## config.mk

```make
export PLATFORM = sky130hd
export DESIGN_NAME = signed_binary_to_decimal_digits
export DESIGN_NICKNAME = d
export VERILOG_FILES = /design/src/rtl/sbd_pkg.sv /design/src/rtl/sbd_dabble.sv /design/src/rtl/sbd_emit.sv /design/src/rtl/signed_binary_to_decimal_digits.sv
export SDC_FILE = /design/constraint.sdc
export NUM_CORES = 1
export LEC_CHECK = 0
export BUFFER_PORTS_ARGS = -buffer_cell sky130_fd_sc_hd__buf_2
export CELL_PAD_IN_SITES_DETAIL_PLACEMENT = 0
export CELL_PAD_IN_SITES_GLOBAL_PLACEMENT = 1
export CORE_UTILIZATION = 47
export DETAILED_ROUTE_END_ITERATION = 10
export PLACE_DENSITY = 0.86
export SYNTH_ARGS = -nofsm -noshare
export SYNTH_HDL_FRONTEND = slang
export SYNTH_SLANG_ARGS = --single-unit
export TNS_END_PERCENT = 20
```

## constraint.sdc

```tcl
create_clock -name clk -period 4.65 [get_ports clk]
set_input_delay 0.2325 -clock clk [delete_from_list [all_inputs] [get_ports clk]]
set_output_delay 0.2325 -clock clk [all_outputs]
set_load 0.01 [all_outputs]
```

## src/rtl/sbd_pkg.sv

```systemverilog
// Shared constants and types for the signed binary to decimal digit converter.
package sbd_pkg;

  localparam int WIDTH  = 64;   // bits of the converted value, 2..64
  localparam int DIGITS = 20;   // decimal digits kept, 1..20
  localparam int DIG_W  = 4;
  localparam int CNT_W  = $clog2(WIDTH);
  localparam int IDX_W  = (DIGITS > 1) ? $clog2(DIGITS) : 1;

  localparam logic [DIG_W-1:0] BCD_MAX = 4'd9;

  typedef logic [DIG_W-1:0] bcd_t;
  typedef bcd_t [DIGITS-1:0] bcd_vec_t;   // entry 0 least significant

  // Finished conversion handed from the converter to the digit emitter.
  typedef struct packed {
    logic     negative;
    bcd_vec_t digits;
  } conv_res_t;

  function automatic logic all_bcd(input bcd_vec_t v);
    logic ok;
    ok = 1'b1;
    for (int i = 0; i < DIGITS; i++) begin
      if (v[i] > BCD_MAX) begin
        ok = 1'b0;
      end
    end
    return ok;
  endfunction

endpackage

```

## src/rtl/sbd_dabble.sv

```systemverilog
// Bit-serial shift-and-add-3 converter from a signed binary value to BCD digits.
module sbd_dabble (
  input  logic                    clk,
  input  logic                    rst_n,
  input  logic                    in_valid,
  output logic                    in_stall,
  input  logic signed [63:0]      in_value,
  output logic                    res_valid,
  input  logic                    res_stall,
  output sbd_pkg::conv_res_t      res
);
  import sbd_pkg::*;

  typedef enum logic [2:0] {
    ST_IDLE  = 3'b001,
    ST_SHIFT = 3'b010,
    ST_DONE  = 3'b100
  } dab_state_t;

  dab_state_t       state_r, state_nxt;
  logic [WIDTH-1:0] mag_r;
  logic [WIDTH-1:0] val_in;
  logic [WIDTH-1:0] mag_in;
  logic [CNT_W-1:0] cnt_r;
  bcd_vec_t         digits_r;
  bcd_vec_t         shifted;
  bcd_vec_t         adj;
  logic [DIGITS:0]  carry;
  logic             neg_r;
  logic             accept;

  assign in_stall  = (state_r != ST_IDLE);
  assign accept    = in_valid && !in_stall;
  assign res_valid = (state_r == ST_DONE);
  assign res       = '{negative: neg_r, digits: digits_r};

  // Magnitude: two's-complement negate; the most negative value maps to 2^(WIDTH-1).
  assign val_in = in_value[WIDTH-1:0];
  assign mag_in = val_in[WIDTH-1] ? (~val_in + WIDTH'(1)) : val_in;

  // Add 3 to every digit of 5 or more, then shift the next magnitude bit in.
  always_comb begin
    carry[0] = mag_r[WIDTH-1];
    for (int d = 0; d < DIGITS; d++) begin
      adj[d]       = (digits_r[d] >= 4'd5) ? (digits_r[d] + 4'd3) : digits_r[d];
      shifted[d]   = {adj[d][DIG_W-2:0], carry[d]};
      carry[d+1]   = adj[d][DIG_W-1];
    end
  end

  always_comb begin
    state_nxt = state_r;
    unique case (state_r)
      ST_IDLE: begin
        if (accept) begin
          state_nxt = ST_SHIFT;
        end
      end
      ST_SHIFT: begin
        if (cnt_r == CNT_W'(WIDTH - 1)) begin
          state_nxt = ST_DONE;
        end
      end
      ST_DONE: begin
        if (!res_stall) begin
          state_nxt = ST_IDLE;
        end
      end
      default: state_nxt = ST_IDLE;
    endcase
  end

  always_ff @(posedge clk) begin
    if (!rst_n) begin
      state_r <= ST_IDLE;
    end else begin
      state_r <= state_nxt;
    end
  end

  always_ff @(posedge clk) begin
    if (accept) begin
      mag_r    <= mag_in;
      neg_r    <= val_in[WIDTH-1];
      digits_r <= '0;
      cnt_r    <= '0;
    end else if (state_r == ST_SHIFT) begin
      mag_r    <= {mag_r[WIDTH-2:0], 1'b0};
      digits_r <= shifted;
      cnt_r    <= cnt_r + CNT_W'(1);
    end
  end

  a_state_onehot: assert property (@(posedge clk) disable iff (!rst_n)
    $onehot(state_r))
    else $error("converter state not one-hot");

  // The bit counter has stepped once per shifted bit, wrapping at its width.
  a_done_after_all_bits: assert property (@(posedge clk) disable iff (!rst_n)
    res_valid |-> (cnt_r == CNT_W'(WIDTH)))
    else $error("result offered before all bits were shifted");

  a_digits_bcd: assert property (@(posedge clk) disable iff (!rst_n)
    res_valid |-> all_bcd(digits_r))
    else $error("converter produced a non-decimal digit");

endmodule

```

## src/rtl/sbd_emit.sv

```systemverilog
// Digit emitter: drops leading zeros and shifts digits out most significant first.
module sbd_emit (
  input  logic                    clk,
  input  logic                    rst_n,
  input  logic                    res_valid,
  output logic                    res_stall,
  input  sbd_pkg::conv_res_t      res,
  output logic                    out_valid,
  input  logic                    out_stall,
  output logic [3:0]              out_digit,
  output logic                    out_negative,
  output logic                    out_last
);
  import sbd_pkg::*;

  typedef enum logic [2:0] {
    ST_IDLE = 3'b001,
    ST_SKIP = 3'b010,
    ST_EMIT = 3'b100
  } emit_state_t;

  emit_state_t      state_r, state_nxt;
  bcd_vec_t         digits_r;
  logic [IDX_W-1:0] pos_r;      // index of the digit now at the top
  logic             neg_r;
  logic             load;
  logic             advance;
  logic             top_zero;

  assign res_stall    = (state_r != ST_IDLE);
  assign load         = res_valid && !res_stall;
  assign top_zero     = (digits_r[DIGITS-1] == '0);
  assign out_valid    = (state_r == ST_EMIT);
  assign out_digit    = digits_r[DIGITS-1];
  assign out_negative = neg_r;
  assign out_last     = (pos_r == '0);
  // A zero value keeps its last digit, so skipping stops at position 0.
  assign advance      = ((state_r == ST_SKIP) && top_zero && (pos_r != '0)) ||
                        ((state_r == ST_EMIT) && !out_stall && (pos_r != '0));

  always_comb begin
    state_nxt = state_r;
    unique case (state_r)
      ST_IDLE: begin
        if (load) begin
          state_nxt = ST_SKIP;
        end
      end
      ST_SKIP: begin
        if (!top_zero || (pos_r == '0)) begin
          state_nxt = ST_EMIT;
        end
      end
      ST_EMIT: begin
        if (!out_stall && (pos_r == '0)) begin
          state_nxt = ST_IDLE;
        end
      end
      default: state_nxt = ST_IDLE;
    endcase
  end

  always_ff @(posedge clk) begin
    if (!rst_n) begin
      state_r <= ST_IDLE;
    end else begin
      state_r <= state_nxt;
    end
  end

  always_ff @(posedge clk) begin
    if (load) begin
      digits_r <= res.digits;
      neg_r    <= res.negative;
      pos_r    <= IDX_W'(DIGITS - 1);
    end else if (advance) begin
      digits_r <= bcd_vec_t'(digits_r << DIG_W);
      pos_r    <= pos_r - IDX_W'(1);
    end
  end

  a_state_onehot: assert property (@(posedge clk) disable iff (!rst_n)
    $onehot(state_r))
    else $error("emitter state not one-hot");

  a_no_leading_zero: assert property (@(posedge clk) disable iff (!rst_n)
    $rose(out_valid) |-> ((out_digit != '0) || out_last))
    else $error("leading zero emitted");

  a_digit_range: assert property (@(posedge clk) disable iff (!rst_n)
    out_valid |-> (out_digit <= BCD_MAX))
    else $error("emitted digit above 9");

endmodule

```

## src/rtl/signed_binary_to_decimal_digits.sv

```systemverilog
// Top level of the signed binary to decimal digit converter.
//
// Input channel in_valid / in_stall / in_value carries one signed 64-bit value
// per item. Result channel out_valid / out_stall delivers the decimal digits of
// its magnitude, most significant first, one item per digit, leading zeros
// dropped; out_negative gives the sign and out_last marks the final digit.
// Zero gives the single digit 0.
// The converter loads the item, shifts one magnitude bit per cycle through all
// digits and then hands the result off. The emitter then drops leading zeros
// and sends the remaining digits. Converter and emitter overlap: the converter
// can take a new item while the emitter sends the last one, but not before it
// has handed off its own current item.
// A stalled receiver holds the current digit; the converter finishes the next
// item and waits, and in_stall stays high until it can hand it over.
// Synchronous reset (rst_n low) empties both stages; no item is in flight.
module signed_binary_to_decimal_digits (
  input  logic               clk,
  input  logic               rst_n,
  input  logic               in_valid,
  output logic               in_stall,
  input  logic signed [63:0] in_value,
  output logic               out_valid,
  input  logic               out_stall,
  output logic [3:0]         out_digit,
  output logic               out_negative,
  output logic               out_last
);
  import sbd_pkg::*;

  conv_res_t conv;
  logic      conv_valid;
  logic      conv_stall;

  sbd_dabble u_dabble (
    .clk       (clk),
    .rst_n     (rst_n),
    .in_valid  (in_valid),
    .in_stall  (in_stall),
    .in_value  (in_value),
    .res_valid (conv_valid),
    .res_stall (conv_stall),
    .res       (conv)
  );

  sbd_emit u_emit (
    .clk          (clk),
    .rst_n        (rst_n),
    .res_valid    (conv_valid),
    .res_stall    (conv_stall),
    .res          (conv),
    .out_valid    (out_valid),
    .out_stall    (out_stall),
    .out_digit    (out_digit),
    .out_negative (out_negative),
    .out_last     (out_last)
  );

endmodule

```

Word level (Yosys, flattened, before mapping)
Cells that the tools add are included.
- register bits: 243
- input port bits: 68
- output and inout bits: 8
- logic and storage cells: 159
- add/sub/neg operators: 23
- order comparisons: 20
- equal/unequal tests: 15
- mux-type cells: 33
- bitwise gates (word level): 1
- reductions and logical operators: 20
- operators by type and width (kind ; count):
    $mux W64 ; 3
    $mux W80 ; 2
    $ge A4 B3 Y1 const B ; 20
    $add A4 B2 Y4 const B ; 19
    $mux W4 ; 19
    $add A64 B1 Y64 const B ; 1
    $not A64 Y64 ; 1
    $mux W3 ; 7
    $pmux W3 S3 ; 2
    $ne A2 B1 Y1 const B ; 4
    $logic_and A1 B1 Y1 ; 7
    $add A6 B1 Y6 const B ; 1
    $eq A3 B1 Y1 const B ; 2
    $eq A3 B2 Y1 const B ; 2
    $eq A3 B3 Y1 const B ; 2
    $eq A6 B6 Y1 const B ; 1
    $ne A3 B1 Y1 const B ; 2
    $reduce_and A3 Y1 ; 2
    $logic_not A5 Y1 ; 1
    $reduce_bool A5 Y1 ; 1
    $sub A5 B1 Y5 const B ; 1
    $logic_not A1 Y1 ; 4
    $logic_not A4 Y1 ; 1
    $ne A2 B2 Y1 const B ; 2
    3 further kinds ; 5

Depth between registers and ports, before layout
- depth after elaboration: 6
- mapped depth: 9
- depth with buffers taken out: 8

By module
Synthesis repeated with hierarchy kept, for this count alone.
- cells, all modules: 1393
- area total of the unflattened synthesis: 12480.7 um^2
- modules (own cells, without submodules) (module ; times used ; cells an instance ; area each (um^2) ; seq. area each (um^2)):
    sbd_dabble ; 1 ; 1008 ; 8622.0 ; 3733.6
    sbd_emit ; 1 ; 385 ; 3858.7 ; 2592.5

Least setup slack after synthesis
OpenSTA, ideal clock, no wires.
- path kind: register to register
- from: reg u_emit.digits_r, in the netlist u_emit.out_digit[1]
- to: reg u_emit.digits_r[0] (netlist bit) (enable)
- setup time: 442 ps
- data arrival time: 2964 ps
- data required time: 4208 ps
- setup slack: 1244 ps
- cell stages (with the launch flop): 4
- path buffers: 0
- clock period less this slack: 3406 ps
- cells stage by stage: edfxtp_1 > or4_1 > nor3b_1 > or3_1
- longest elaborated chain between the ends: 5
- RTL lines (what ; line ; RTL):
    start: declaration ; sbd_emit.sv:23 ; bcd_vec_t digits_r;
    start signal: assignment ; sbd_emit.sv:73 ; digits_r <= res.digits;
    start signal: assignment ; sbd_emit.sv:77 ; digits_r <= bcd_vec_t'(digits_r << DIG_W);
    $logic_not A4 Y1 ; sbd_emit.sv:32 ; assign top_zero = (digits_r[DIGITS-1] == '0);
    $logic_and A1 B1 Y1 (2 in series) ; sbd_emit.sv:38 ; assign advance = ((state_r == ST_SKIP) && top_zero && (pos_r != '0)) ||
    $logic_or A1 B1 Y1 ; sbd_emit.sv:38 ;
    $reduce_bool A2 Y1 (no line) ; n/a ;
Every way passes these cells.
A chain may end at the register's enable or synchronous reset.

Worst setup path after layout
- from: reg u_dabble.state_r[2]
- to: reg u_dabble.mag_r[47] (enable)
- longest elaborated chain between the ends: 4
- elaborated cells between the ends (all ways): 5
- those cells by class: eq/ne: 2; reduce/logical: 3
- RTL lines (what ; line ; RTL):
    start: declaration ; sbd_dabble.sv:20 ; dab_state_t state_r, state_nxt;
    start signal: assignment ; sbd_dabble.sv:77 ; state_r <= state_nxt;
    $ne A3 B1 Y1 ; sbd_dabble.sv:32 ; assign in_stall = (state_r != ST_IDLE);
    $logic_not A1 Y1 ; sbd_dabble.sv:33 ; assign accept = in_valid && !in_stall;
    $logic_and A1 B1 Y1 ; sbd_dabble.sv:33 ;
    $reduce_bool A2 Y1 (no line) (*) ; n/a ;
    end signal: assignment ; sbd_dabble.sv:83 ; mag_r <= mag_in;
    end signal: assignment ; sbd_dabble.sv:88 ; mag_r <= {mag_r[WIDTH-2:0], 1'b0};
    end: declaration ; sbd_dabble.sv:21 ; logic [WIDTH-1:0] mag_r;
Every way passes the cells marked *; elsewhere a longest branch is shown, timed or not.

==> summary.txt <==
Pwr
  – VDD IR max: 0.357 mV
  – Total leakage power: 5.24 nW
  – Power density over the cells: around 350 nW/um^2

Synth
  – Mapped cell area: 12500 sq um
  – Sequential fraction of the synthesis area: 0.506
  – Synth Instances: roughly 1400
  – Post-synthesis cell type count: 51
  – Syn. warnings: 0
  – Syn Nets: 1478
  – #FFs+latches synth: 243
  – Top cells by count, synth: nand2_1 (244), edfxtp_1 (146), o21ai_0 (145)
  – Synth top area cells: edfxtp_1 (35%), dfxtp_1 (16%), nand2_1 (7.3%)
  – Main flop type after synthesis: edfxtp_1
  – Most frequent cell after synthesis: nand2_1
  – Synth top area share: 0.351
  – Syn avg cell area: a little over 9 sq um
  – Ys async rst share: 0
  – Post-synth EDFFs: 146
  – Synth area leader: edfxtp_1

Critical path
  – CP Launch Type: flop
  – Slowest cell on crit path: nand2_2
  – Worst-path cell chain: nor3b_1, nand2_4, nand2_2, buf_4
  – Crit end category: flop
  – Critical path class: reg2reg
  – Crit-path max cell delay: 0.85 ns
  – CP required: roughly 4.9 ns
  – Crit-path leading delay family: simple AND/OR/NAND/NOR gates
  – Worst Path Arrival: around 3.2 ns
  – CP max FO: 70
  – CP Buf/Inv Count: 1

Die
  – Core ar.: 26100 sq um
  – Die X: 165 um
  – # rows: 59
  – Chip Height: 165 um
  – Starting density of the core: 0.480
  – Die area: 27200 sq um
  – IO Count: 76

Placement
  – Placed inst area: 13100 sq um
  – Dpl hpwl: between 15000 and 20000 um
  – Global placement routability congestion: 0.817
  – Number of buffers inserted by port buffering: 75

GRT
  – Vias in the first global route: 9139
  – Pin count of the biggest net entering global routing: 120
  – Initial antenna violation count: 0
  – GR Overflow Total: 0
  – First-pass GRT wire length: 43200 um
  – Total GRT Usage: 0.193

Clock network
  – Clock Tree Buf Depth: 3
  – Sink Count: ~240
  – Root Driver: clkbuf_16
  – Clock slew at reported path FFs: 0.06 ns
  – TritonCTS clock tree: built
  – CTS Buf Count: 27
  – Number of setup buffers added after CTS: 0
  – H-Tree Depth: 1
  – Worst-skew pair later-pin latency: between 0.5 and 0.6 ns

Detailed routing
  – WL per Instance: around 14 um
  – Routed Antenna Nets: 0
  – DR DRC count: 0
  – Final wirelength: 25500 um
  – Vias: between 9000 and 10000
  – Metal1 wirelength: approximately 12000 um
  – Pre-antenna DRT Iters: 4
  – Met2 wire length: 12300 um
  – Routed wl met3: 834 um
  – Number of DRC markers in iteration 0: between 500 and 600
  – Highest Signal Layer: met4
  – Vias per inst: 5.41

Hold path
  – Hold WC Path Type: in2reg

STA
  – Final Slew Violations: 0
  – Slew @ Worst Pin: approximately 1.1 ns
  – Fin Setup TNS: 0 ns
  – Fin Clk Skew: 0.0133 ns
  – Setup Viol. Count Final: 0
  – RSZ-0062 raised after global routing: false
  – Final Critical Period: 2.92 ns
  – Relative slew slack: 0.288
  – Period utilization: 0.628
  – Final Hold Viols: 0
  – Max frequency: 0.342 GHz

Status
  – Status: complete, no violations

Finish
  – Net count, final: around 1500
  – Area delta synth->final: 11.7%
  – Ant diodes: 0
  – Fillers: 2353
  – Layout cells sized above 1: 0.105
  – Final instance area: 14000 sq um

Run
  – Max-cap check violation count: 0
==> through the flow <==
stage | total power [W] | cells | util | setup WS, ns | hold slack, ns
4_1_cts | 0.00500 | 1761 | 0.536 | 1.65 | 0.0445
5_1_grt | 0.00514 | 1761 | 0.536 | 1.45 | 0.0606
3_5_place_dp | 0.00291 | 1710 | 0.502 | 1.47 | 0.441
2_1_floorplan | 0.00277 | 1366 | - | 1.24 | 0.309
6_report | 0.00495 | 1761 | 0.536 | 1.73 | 0.0588
3_3_place_gp | 0.00290 | 1710 | 0.502 | 1.53 | 0.441
==> layout make-up <==
class / instances / area [sq um] / share of cell area
repair buffers: 86 / 460 / 0.0330
well taps: 335 / 419 / 0.0300
inverters: 51 / 191 / 0.0137
clock inverters: 14 / 134 / 0.00959
flip-flops and latches: 243 / 6330 / 0.453
multi-input cells: 996 / 5700 / 0.408
clock buffers: 36 / 729 / 0.0523
==> power breakdown <==
part / total (W) / internal [W] / switching [W]
Combinational: 0.000409 / 0.000134 / 0.000274
Sequential: 0.00246 / 0.00242 / 0.0000376
Clock: 0.00208 / 0.00122 / 0.000868
==> worst register-to-register path: stages (launching register included) <==
cell and delay [ns]:
dfxtp_1 0.35, nor3b_1 0.43, nand2_4 0.55, nand2_2 0.86, buf_4 0.40
==> sequential cells by signal (all words and copies together) (netlist names) <==
register and cells:
u_emit.out_negative 1, u_dabble.mag_r 64, u_dabble.state_r 3, u_emit.state_r 3
u_dabble.cnt_r 6, u_emit.out_digit 4, u_emit.pos_r 5, u_emit.digits_r 76
u_dabble.neg_r 1, u_dabble.res 80
==> routing by layer <==
metal / up-vias / track usage
li1: 4854 / -
met1: 4494 / 0.254
met2: 146 / 0.334
met3: 36 / 0.0232
met4: 0 / 0.0496
met5: - / 0
==> placed cells by master, fill, tap and decap left out, drive strengths merged, types with 8 or more instances in the layout <==
master / instances
nor2: 110
nor3: 19
xor2: 73
nor2b: 16
clkbuf: 36
nor3b: 8
edfxtp: 146
dfxtp: 97
o41ai: 18
or3: 10
nand2: 244
xnor2: 24
buf: 85
a21oi: 87
clkinv: 11
inv: 51
nand2b: 15
o31ai: 37
o21ai: 178
nand3: 72
ha: 44
or4: 13
==> cells by family (layout without fill, tap and decap cells) <==
logic type,count (synthesis),in the layout,synth area share
buffers and inverters,127,187,0.0404
and+or+nand+nor,528,528,0.192
DFF,243,243,0.506
AOI/OAI and AO/OA,325,325,0.148
muxes,2,2,0.00170
adders and majority gates,44,44,0.0440
xor gates and xnor gates,97,97,0.0680
==> final timing paths <==
path,from,end,slack (ns),cells past startpoint
max,u_dabble.state_r[2],u_dabble.mag_r[47],1.73,4
max reg2reg,u_dabble.state_r[2],u_dabble.mag_r[47],1.73,4
min,in_value[43],u_dabble.mag_r[43],0.06,3
min reg2reg,u_dabble.neg_r,u_emit.out_negative,0.45,0
==> repair_timing <==
| item | CTS | global route |
|---|---|---|
| gates resized for setup | 0 | 0 |
| hold endpoints to repair | 6 | 0 |
| hold buffers | 1 | 0 |
| endpoints found under the setup margin | 0 | 0 |
No activity file was read; power rests on OpenSTA's default activity.
